===== src/fdg_pkg.sv =====
package fdg_pkg;

  // grid geometry
  localparam int CELLS = 256;
  localparam int CW    = $clog2(CELLS);

  // field, source/coefficient and accumulator widths
  localparam int FW    = 21;
  localparam int SW    = 17;
  localparam int GW    = 18;
  localparam int DW    = FW + 1;
  localparam int WW    = 44;
  localparam int CMP_W = ((CW > 9) ? CW : 9) + 1;

  localparam logic [SW-1:0] ONE = SW'(65536);

  // request modes
  localparam logic MODE_STEP = 1'b0;
  localparam logic MODE_READ = 1'b1;

  // configuration register indexes
  localparam logic [2:0] CFG_DIEL  = 3'd0;
  localparam logic [2:0] CFG_LOSS  = 3'd1;
  localparam logic [2:0] CFG_SRC   = 3'd2;
  localparam logic [2:0] CFG_DECAY = 3'd3;
  localparam logic [2:0] CFG_GAIN  = 3'd4;
  localparam logic [2:0] CFG_SCALE = 3'd5;

  typedef logic signed [FW-1:0] fld_t;
  typedef logic [CW-1:0]        idx_t;

  // which store a pipeline slot updates
  localparam logic SEL_H = 1'b0;
  localparam logic SEL_E = 1'b1;

  typedef struct packed {
    logic sel;
    idx_t addr;
  } tag_t;

  typedef struct packed {
    logic                  v;
    fld_t                  old;
    logic signed [DW-1:0]  diff;
    logic [SW-1:0]         s;
    logic [GW-1:0]         c;
    tag_t                  tag;
  } mac_req_t;

  typedef struct packed {
    logic v;
    fld_t val;
    tag_t tag;
  } mac_rsp_t;

  typedef struct packed {
    logic we;
    idx_t addr;
    fld_t data;
  } wr_t;

  // clamp a wide signed value to the field range
  function automatic fld_t sat_wide(input logic signed [WW-1:0] x);
    logic signed [WW-1:0] hi;
    logic signed [WW-1:0] lo;
    hi = WW'(1048575);
    lo = -WW'(1048576);
    if (x > hi) begin
      return FW'(hi);
    end else if (x < lo) begin
      return FW'(lo);
    end
    return FW'(x);
  endfunction

endpackage


===== src/fdg_mac.sv =====
module fdg_mac (
  input  logic              clk,
  input  logic              rst_n,
  input  fdg_pkg::mac_req_t req,
  output fdg_pkg::mac_rsp_t rsp,
  output logic              pend
);

  localparam int P1W = fdg_pkg::SW + 1 + fdg_pkg::FW;
  localparam int P2W = fdg_pkg::GW + 1 + fdg_pkg::DW;

  // stage 1: operand capture
  logic                          s1_v_r;
  fdg_pkg::fld_t                 s1_old_r;
  logic signed [fdg_pkg::DW-1:0] s1_diff_r;
  logic [fdg_pkg::SW-1:0]        s1_s_r;
  logic [fdg_pkg::GW-1:0]        s1_c_r;
  fdg_pkg::tag_t                 s1_tag_r;

  // stage 2: products
  logic                          s2_v_r;
  logic signed [P1W-1:0]         p1_r;
  logic signed [P2W-1:0]         p2_r;
  logic signed [P1W-1:0]         p1_nxt;
  logic signed [P2W-1:0]         p2_nxt;
  fdg_pkg::tag_t                 s2_tag_r;

  // stage 3: rounded, clamped result
  logic                          s3_v_r;
  fdg_pkg::fld_t                 val_r;
  fdg_pkg::fld_t                 val_nxt;
  fdg_pkg::tag_t                 s3_tag_r;
  logic signed [fdg_pkg::WW-1:0] acc;

  // multiply both terms, then sum, round half up and clamp
  always_comb begin
    p1_nxt  = $signed({1'b0, s1_s_r}) * s1_old_r;
    p2_nxt  = $signed({1'b0, s1_c_r}) * s1_diff_r;
    acc     = fdg_pkg::WW'(p1_r) + fdg_pkg::WW'(p2_r) + fdg_pkg::WW'(32768);
    val_nxt = fdg_pkg::sat_wide(acc >>> 16);
  end

  // advance valid flags
  always_ff @(posedge clk) begin
    if (!rst_n) begin
      s1_v_r <= 1'b0;
      s2_v_r <= 1'b0;
      s3_v_r <= 1'b0;
    end else begin
      s1_v_r <= req.v;
      s2_v_r <= s1_v_r;
      s3_v_r <= s2_v_r;
    end
  end

  // advance payload
  always_ff @(posedge clk) begin
    s1_old_r  <= req.old;
    s1_diff_r <= req.diff;
    s1_s_r    <= req.s;
    s1_c_r    <= req.c;
    s1_tag_r  <= req.tag;
    p1_r      <= p1_nxt;
    p2_r      <= p2_nxt;
    s2_tag_r  <= s1_tag_r;
    val_r     <= val_nxt;
    s3_tag_r  <= s2_tag_r;
  end

  assign rsp.v   = s3_v_r;
  assign rsp.val = val_r;
  assign rsp.tag = s3_tag_r;
  assign pend    = s1_v_r | s2_v_r | s3_v_r;

endmodule


===== config.mk =====
export PLATFORM = sky130hd
export DESIGN_NAME = fdg_mac
export DESIGN_NICKNAME = d
export VERILOG_FILES = /design/src/fdg_pkg.sv /design/src/fdg_mac.sv
export SDC_FILE = /design/constraint.sdc
export NUM_CORES = 2
export LEC_CHECK = 0
export BUFFER_PORTS_ARGS = -buffer_cell sky130_fd_sc_hd__buf_2
export CORE_ASPECT_RATIO = 1.1
export CORE_MARGIN = 2
export CORE_UTILIZATION = 58
export DETAILED_ROUTE_END_ITERATION = 12
export GPL_TIMING_DRIVEN = 1
export PLACE_DENSITY = 0.87
export SETUP_SLACK_MARGIN = 0.4
export SKIP_LAST_GASP = 1
export SYNTH_ARGS = -nofsm -noshare
export SYNTH_HDL_FRONTEND = slang
export SYNTH_SLANG_ARGS = --single-unit

===== constraint.sdc =====
create_clock -name clk -period 6.75 [get_ports clk]
set_input_delay 1.0125 -clock clk [delete_from_list [all_inputs] [get_ports clk]]
set_output_delay 1.0125 -clock clk [all_outputs]
set_load 0.005 [all_outputs]

==> results <==
- The tightest slew margin relative to the limit is 26.4%.
- The area of the placeable core is 58500 um2.
- The slew at the pin closest to its max-slew limit is 1.10 ns.
- After clock tree synthesis, the clock-pin slew on the worst setup and hold paths is 0.06 ns.
- For the final database, setup skew stands at 0.0260 ns.
- The layout has about 4400 filler cells.
- The yosys synthesis warning count is 0.
- The share of synthesized area spent on multiplexers is 0.0583%.
- The flow ran to the end, and the final reports show no timing, DRC or antenna violations.
- After synthesis, flip-flops and latches occupy 12.2% of the total area.
- The sort of element at the end of the critical path is a flop.
- Setup repair after global routing could not meet its margin everywhere.
- The wire length of the first global-routing pass is about 130000 um.
- The clock period could shrink to 6.19 ns.
- The synthesized-area fraction occupied by and/or/nand/nor cells is between 10% and 20%.
- The portion of synthesized cell area occupied by the leading cell type is 43.9%.
- The floorplan step defined a die boundary enclosing 61100 um2.
- Counting every sink on the clock net gives ~210.
- The synthesized area per cell is 9.46 um2.
- In this run the deepest clock path goes through 3 buffers.
- The net count reported at finish is 4879.
- Before antenna repair, the detailed router went through 6 iterations.
- The synthesized netlist devotes between 5 and 6% of its cell area to compound gates.
- Data arrives at the worst endpoint at roughly 6.7 ns.
- After layout, the worst setup slack is 0.564 ns.
- The count of hold buffers inserted by post-cts repair is 0.
- By area the synthesized netlist is led by sky130_fd_sc_hd__fa_1 (44%), sky130_fd_sc_hd__dfxtp_1 (12%), sky130_fd_sc_hd__inv_1 (10%).
- Counting every net in the synthesized netlist gives 4754.
- The number of max-cap violations is 0.
- Timing analysis after detailed placement gives a worst setup slack of 0.0674 ns.
- The total count of max-transition violations in the final report came to 0.
- Of all cell types, the one taking the most synthesized area is sky130_fd_sc_hd__fa_1.
- The wire length after detailed routing is 77300 um.
- The weighted congestion reported at the end of routability-driven placement is a little over 0.9.
- The initial antenna violation count came to 0.
- The post-synthesis share of cell area spent on full adders, half adders and majority gates is between 50% and 60%.
- Once detail routing completed, the nets flagged for antenna violations numbered 0.
- The floorplan has just over 90 rows.
- Counting the buffers created by CTS gives 27.
- The dominant combinational cell family by area after synthesis is adder cells.
- In this run, synthesis inferred 0 flip-flops with an integrated enable.
- The setup violation total in the final timing report is 0.
- The number of vias per cell is 5.40.
- The share of the clock period used by the worst path after layout is 91.6%.
- The element type at the critical path start is a flop.
- The CTS tree is done.
- After detailed routing, the average wire length per cell comes to 17.1 um.
- The initial DRC count is 1421.
- Measured along the x axis, the die boundary spans 236 um.
- The fraction of the core area covered by cells at the end of the flow is 64.0%.
- The number of distinct standard cells referenced by the synthesized netlist is between 60 and 70.
- The share of final-layout standard cells stronger than drive strength 1 is 10.0%.
- The final hold violation count was 0.
- The area added between synthesis and finish is 9.19%.
- The initial core utilization is 58.6%.
- The height of the die is around 260 um.
- For this run, the number of standard cells in the final layout without fillers is roughly 4500.
- Buffers placed on the I/O ports in this run total between 100 and 150.
- For this run the aggregate overflow at the end of global routing stands at 0.
- The xor/xnor cell area share of the yosys netlist is 2.58%.
- The maximum number of pins on one net before global-route repair is 23.
- The critical path is of the reg -> reg type.
- The via count of the first global-routing pass is ~27000.
- The path type of the worst min-delay path is reg -> reg.
- The async set-reset flop share out of synthesis is 0%.
- In the final layout, the multi-input gates occupy 26400 um2.
- The overall fraction of global-route tracks in use is about a quarter.
- The netlist area before placement is approximately 34000 um2.
- The number of instances in the placed design is 4478.
- The synthesized netlist cell count is 3628.
- The critical path required time is about 7.2 ns.
- For this design the top-level I/O count stands at approximately 120.
- After routing, the total negative slack on setup checks comes to 0 ns.
- The final antenna diode count is 0.
- The wire-length estimate of the detail-placed layout is ~63000 um.
- The clock tree root driver cell is sky130_fd_sc_hd__clkbuf_16.
- The sequential cell area is around 4300 um2.
- The via count is 24500.
- CTS built an H-tree with a depth of 1.
- Of all nets on the critical path, the largest fanout is 11.
- In the routed design, unresolved DRC markers number 0.
- At the later pin of the worst-skew pair, clock insertion delay measures approximately 0.60 ns.
- The post-synthesis register bit count is 209.
- The most used flip-flop cell after synthesis is sky130_fd_sc_hd__dfxtp_1.
- Static timing analysis puts the maximum clock frequency at 162 MHz.
==> cell usage after synthesis (3+ instances only) <==
cell type / number
sky130_fd_sc_hd__o21bai_1: 9
sky130_fd_sc_hd__and3_1: 4
sky130_fd_sc_hd__a21o_1: 62
sky130_fd_sc_hd__nor2b_1: 15
sky130_fd_sc_hd__clkbuf_1: 118
sky130_fd_sc_hd__nand4_1: 12
sky130_fd_sc_hd__ha_1: 283
sky130_fd_sc_hd__o21ai_0: 38
sky130_fd_sc_hd__o21ai_1: 3
sky130_fd_sc_hd__nand2_1: 403
sky130_fd_sc_hd__a211oi_1: 6
sky130_fd_sc_hd__dfxtp_1: 209
sky130_fd_sc_hd__and2_1: 401
sky130_fd_sc_hd__o21a_1: 12
sky130_fd_sc_hd__xnor2_1: 68
sky130_fd_sc_hd__or3_1: 5
sky130_fd_sc_hd__nand3_1: 8
sky130_fd_sc_hd__o31a_1: 4
sky130_fd_sc_hd__a211o_1: 4
sky130_fd_sc_hd__a31oi_1: 7
sky130_fd_sc_hd__fa_1: 753
sky130_fd_sc_hd__o31ai_1: 8
sky130_fd_sc_hd__o211ai_1: 3
sky130_fd_sc_hd__a21oi_1: 87
sky130_fd_sc_hd__and4_1: 3
sky130_fd_sc_hd__nor3_1: 12
sky130_fd_sc_hd__inv_1: 946
sky130_fd_sc_hd__nand2b_1: 15
sky130_fd_sc_hd__xor2_1: 33
sky130_fd_sc_hd__nor2_1: 45
==> worst max-delay path, cell delays in order (launching register included) <==
cell	delay, ns
sky130_fd_sc_hd__dfxtp_2	0.36
sky130_fd_sc_hd__buf_6	0.16
sky130_fd_sc_hd__and2_1	0.18
sky130_fd_sc_hd__fa_1	0.53
sky130_fd_sc_hd__inv_1	0.05
sky130_fd_sc_hd__fa_1	0.49
sky130_fd_sc_hd__fa_1	0.51
sky130_fd_sc_hd__inv_1	0.09
sky130_fd_sc_hd__fa_1	0.50
sky130_fd_sc_hd__fa_1	0.49
sky130_fd_sc_hd__inv_1	0.05
sky130_fd_sc_hd__fa_1	0.47
sky130_fd_sc_hd__inv_1	0.04
sky130_fd_sc_hd__ha_2	0.31
sky130_fd_sc_hd__a21oi_2	0.16
sky130_fd_sc_hd__o21ai_0	0.15
sky130_fd_sc_hd__a31oi_2	0.24
sky130_fd_sc_hd__a21oi_2	0.12
sky130_fd_sc_hd__nor4b_4	0.29
sky130_fd_sc_hd__a21oi_2	0.11
sky130_fd_sc_hd__a41o_1	0.24
sky130_fd_sc_hd__o31ai_4	0.26
sky130_fd_sc_hd__mux2i_1	0.21
sky130_fd_sc_hd__nand2_1	0.07
==> kinds of logic after synthesis <==
group	Yosys count
buf+inv	1068
fa+ha+maj	1036
simple gates	936
compound gates	276
flops	209
xor+xnor	101
mux	2
==> registers in the layout, summed over array words and instances (netlist names) <==
signal / flops
p2_r: 41
p1_r: 39
s1_diff_r: 22
s1_old_r: 21
val_r: 21
s1_c_r: 18
s1_s_r: 17
rsp: 9
s1_tag_r: 9
s2_tag_r: 9
s1_v_r: 1
s2_v_r: 1
s3_v_r: 1
==> timing repair <==
action,CTS,global route
gates cloned,0,1
buffers inserted,1,4
endpoints found under the setup margin,16,24
resized for setup,44,100
pin swaps,3,20
==> metal layers <==
layer | GRT usage (%) | up-vias | wire length (um)
li1 | - | 10900 | -
met2 | 46.8 | 904 | 39600
met5 | 0 | - | 0
met3 | 3.00 | 334 | 4310
met4 | 16.5 | 0 | 5280
met1 | 31.2 | 12400 | 28200
==> placed cells by master (no fill, tap or decap), types with 4 or more instances in the layout <==
| master | Yosys | layout |
|---|---|---|
| sky130_fd_sc_hd__o31a_1 | 4 | 4 |
| sky130_fd_sc_hd__nor2b_1 | 15 | 15 |
| sky130_fd_sc_hd__ha_2 | 0 | 5 |
| sky130_fd_sc_hd__buf_2 | 2 | 121 |
| sky130_fd_sc_hd__nor2_1 | 45 | 42 |
| sky130_fd_sc_hd__a21o_1 | 62 | 62 |
| sky130_fd_sc_hd__o21a_1 | 12 | 12 |
| sky130_fd_sc_hd__or3_1 | 5 | 5 |
| sky130_fd_sc_hd__fa_2 | 0 | 6 |
| sky130_fd_sc_hd__and3_1 | 4 | 4 |
| sky130_fd_sc_hd__xnor2_1 | 68 | 68 |
| sky130_fd_sc_hd__nand3_1 | 8 | 8 |
| sky130_fd_sc_hd__dfxtp_1 | 209 | 147 |
| sky130_fd_sc_hd__clkbuf_16 | 0 | 28 |
| sky130_fd_sc_hd__xor2_1 | 33 | 33 |
| sky130_fd_sc_hd__buf_6 | 0 | 4 |
| sky130_fd_sc_hd__a211oi_1 | 6 | 4 |
| sky130_fd_sc_hd__clkinv_2 | 0 | 4 |
| sky130_fd_sc_hd__buf_4 | 2 | 91 |
| sky130_fd_sc_hd__dfxtp_2 | 0 | 39 |
| sky130_fd_sc_hd__inv_1 | 946 | 945 |
| sky130_fd_sc_hd__a211o_1 | 4 | 4 |
| sky130_fd_sc_hd__nand2b_1 | 15 | 15 |
| sky130_fd_sc_hd__ha_1 | 283 | 275 |
| sky130_fd_sc_hd__and2_1 | 401 | 401 |
| sky130_fd_sc_hd__o21ai_1 | 3 | 6 |
| sky130_fd_sc_hd__a31oi_1 | 7 | 6 |
| sky130_fd_sc_hd__nand2_1 | 403 | 402 |
| sky130_fd_sc_hd__o21ai_0 | 38 | 33 |
| sky130_fd_sc_hd__o31ai_1 | 8 | 5 |
| sky130_fd_sc_hd__dfxtp_4 | 0 | 23 |
| sky130_fd_sc_hd__nor3_1 | 12 | 11 |
| sky130_fd_sc_hd__o21bai_1 | 9 | 9 |
| sky130_fd_sc_hd__nand4_1 | 12 | 12 |
| sky130_fd_sc_hd__fa_1 | 753 | 747 |
| sky130_fd_sc_hd__a21oi_2 | 0 | 11 |
| sky130_fd_sc_hd__a21oi_1 | 87 | 76 |
==> path summary, 6_finish.rpt <==
path	slack, ns	from	endpoint	depth (start not counted)
worst max-delay path	0.56	s1_c_r[4]	p2_r[39]	23
worst min-delay path	0.33	s2_tag_r[4]	rsp[4]	0
worst max register to register	0.56	s1_c_r[4]	p2_r[39]	23
worst min register to register	0.33	s2_tag_r[4]	rsp[4]	0
==> through the flow <==
| stage | hold slack [ns] | area, um2 |
|---|---|---|
| floorplan | 0.310 | 34300 |
| global placement | 0.310 | 36100 |
| detailed placement | 0.312 | 36100 |
| CTS | 0.326 | 37100 |
| global route | 0.331 | 37500 |
| finish | 0.325 | 37500 |
==> area by class of cell <==
class,count,share of cell area [%]
multi-input cells,2351,70.3
flip-flops and latches,209,11.5
inverters,946,9.49
repair buffers,218,3.68
well taps,760,2.54
clock buffers,32,1.91
clock inverters,17,0.534
Power is left out: the tool's default activity adds up to more than one toggle a clock period on the data nets, which glitch-free logic cannot reach.
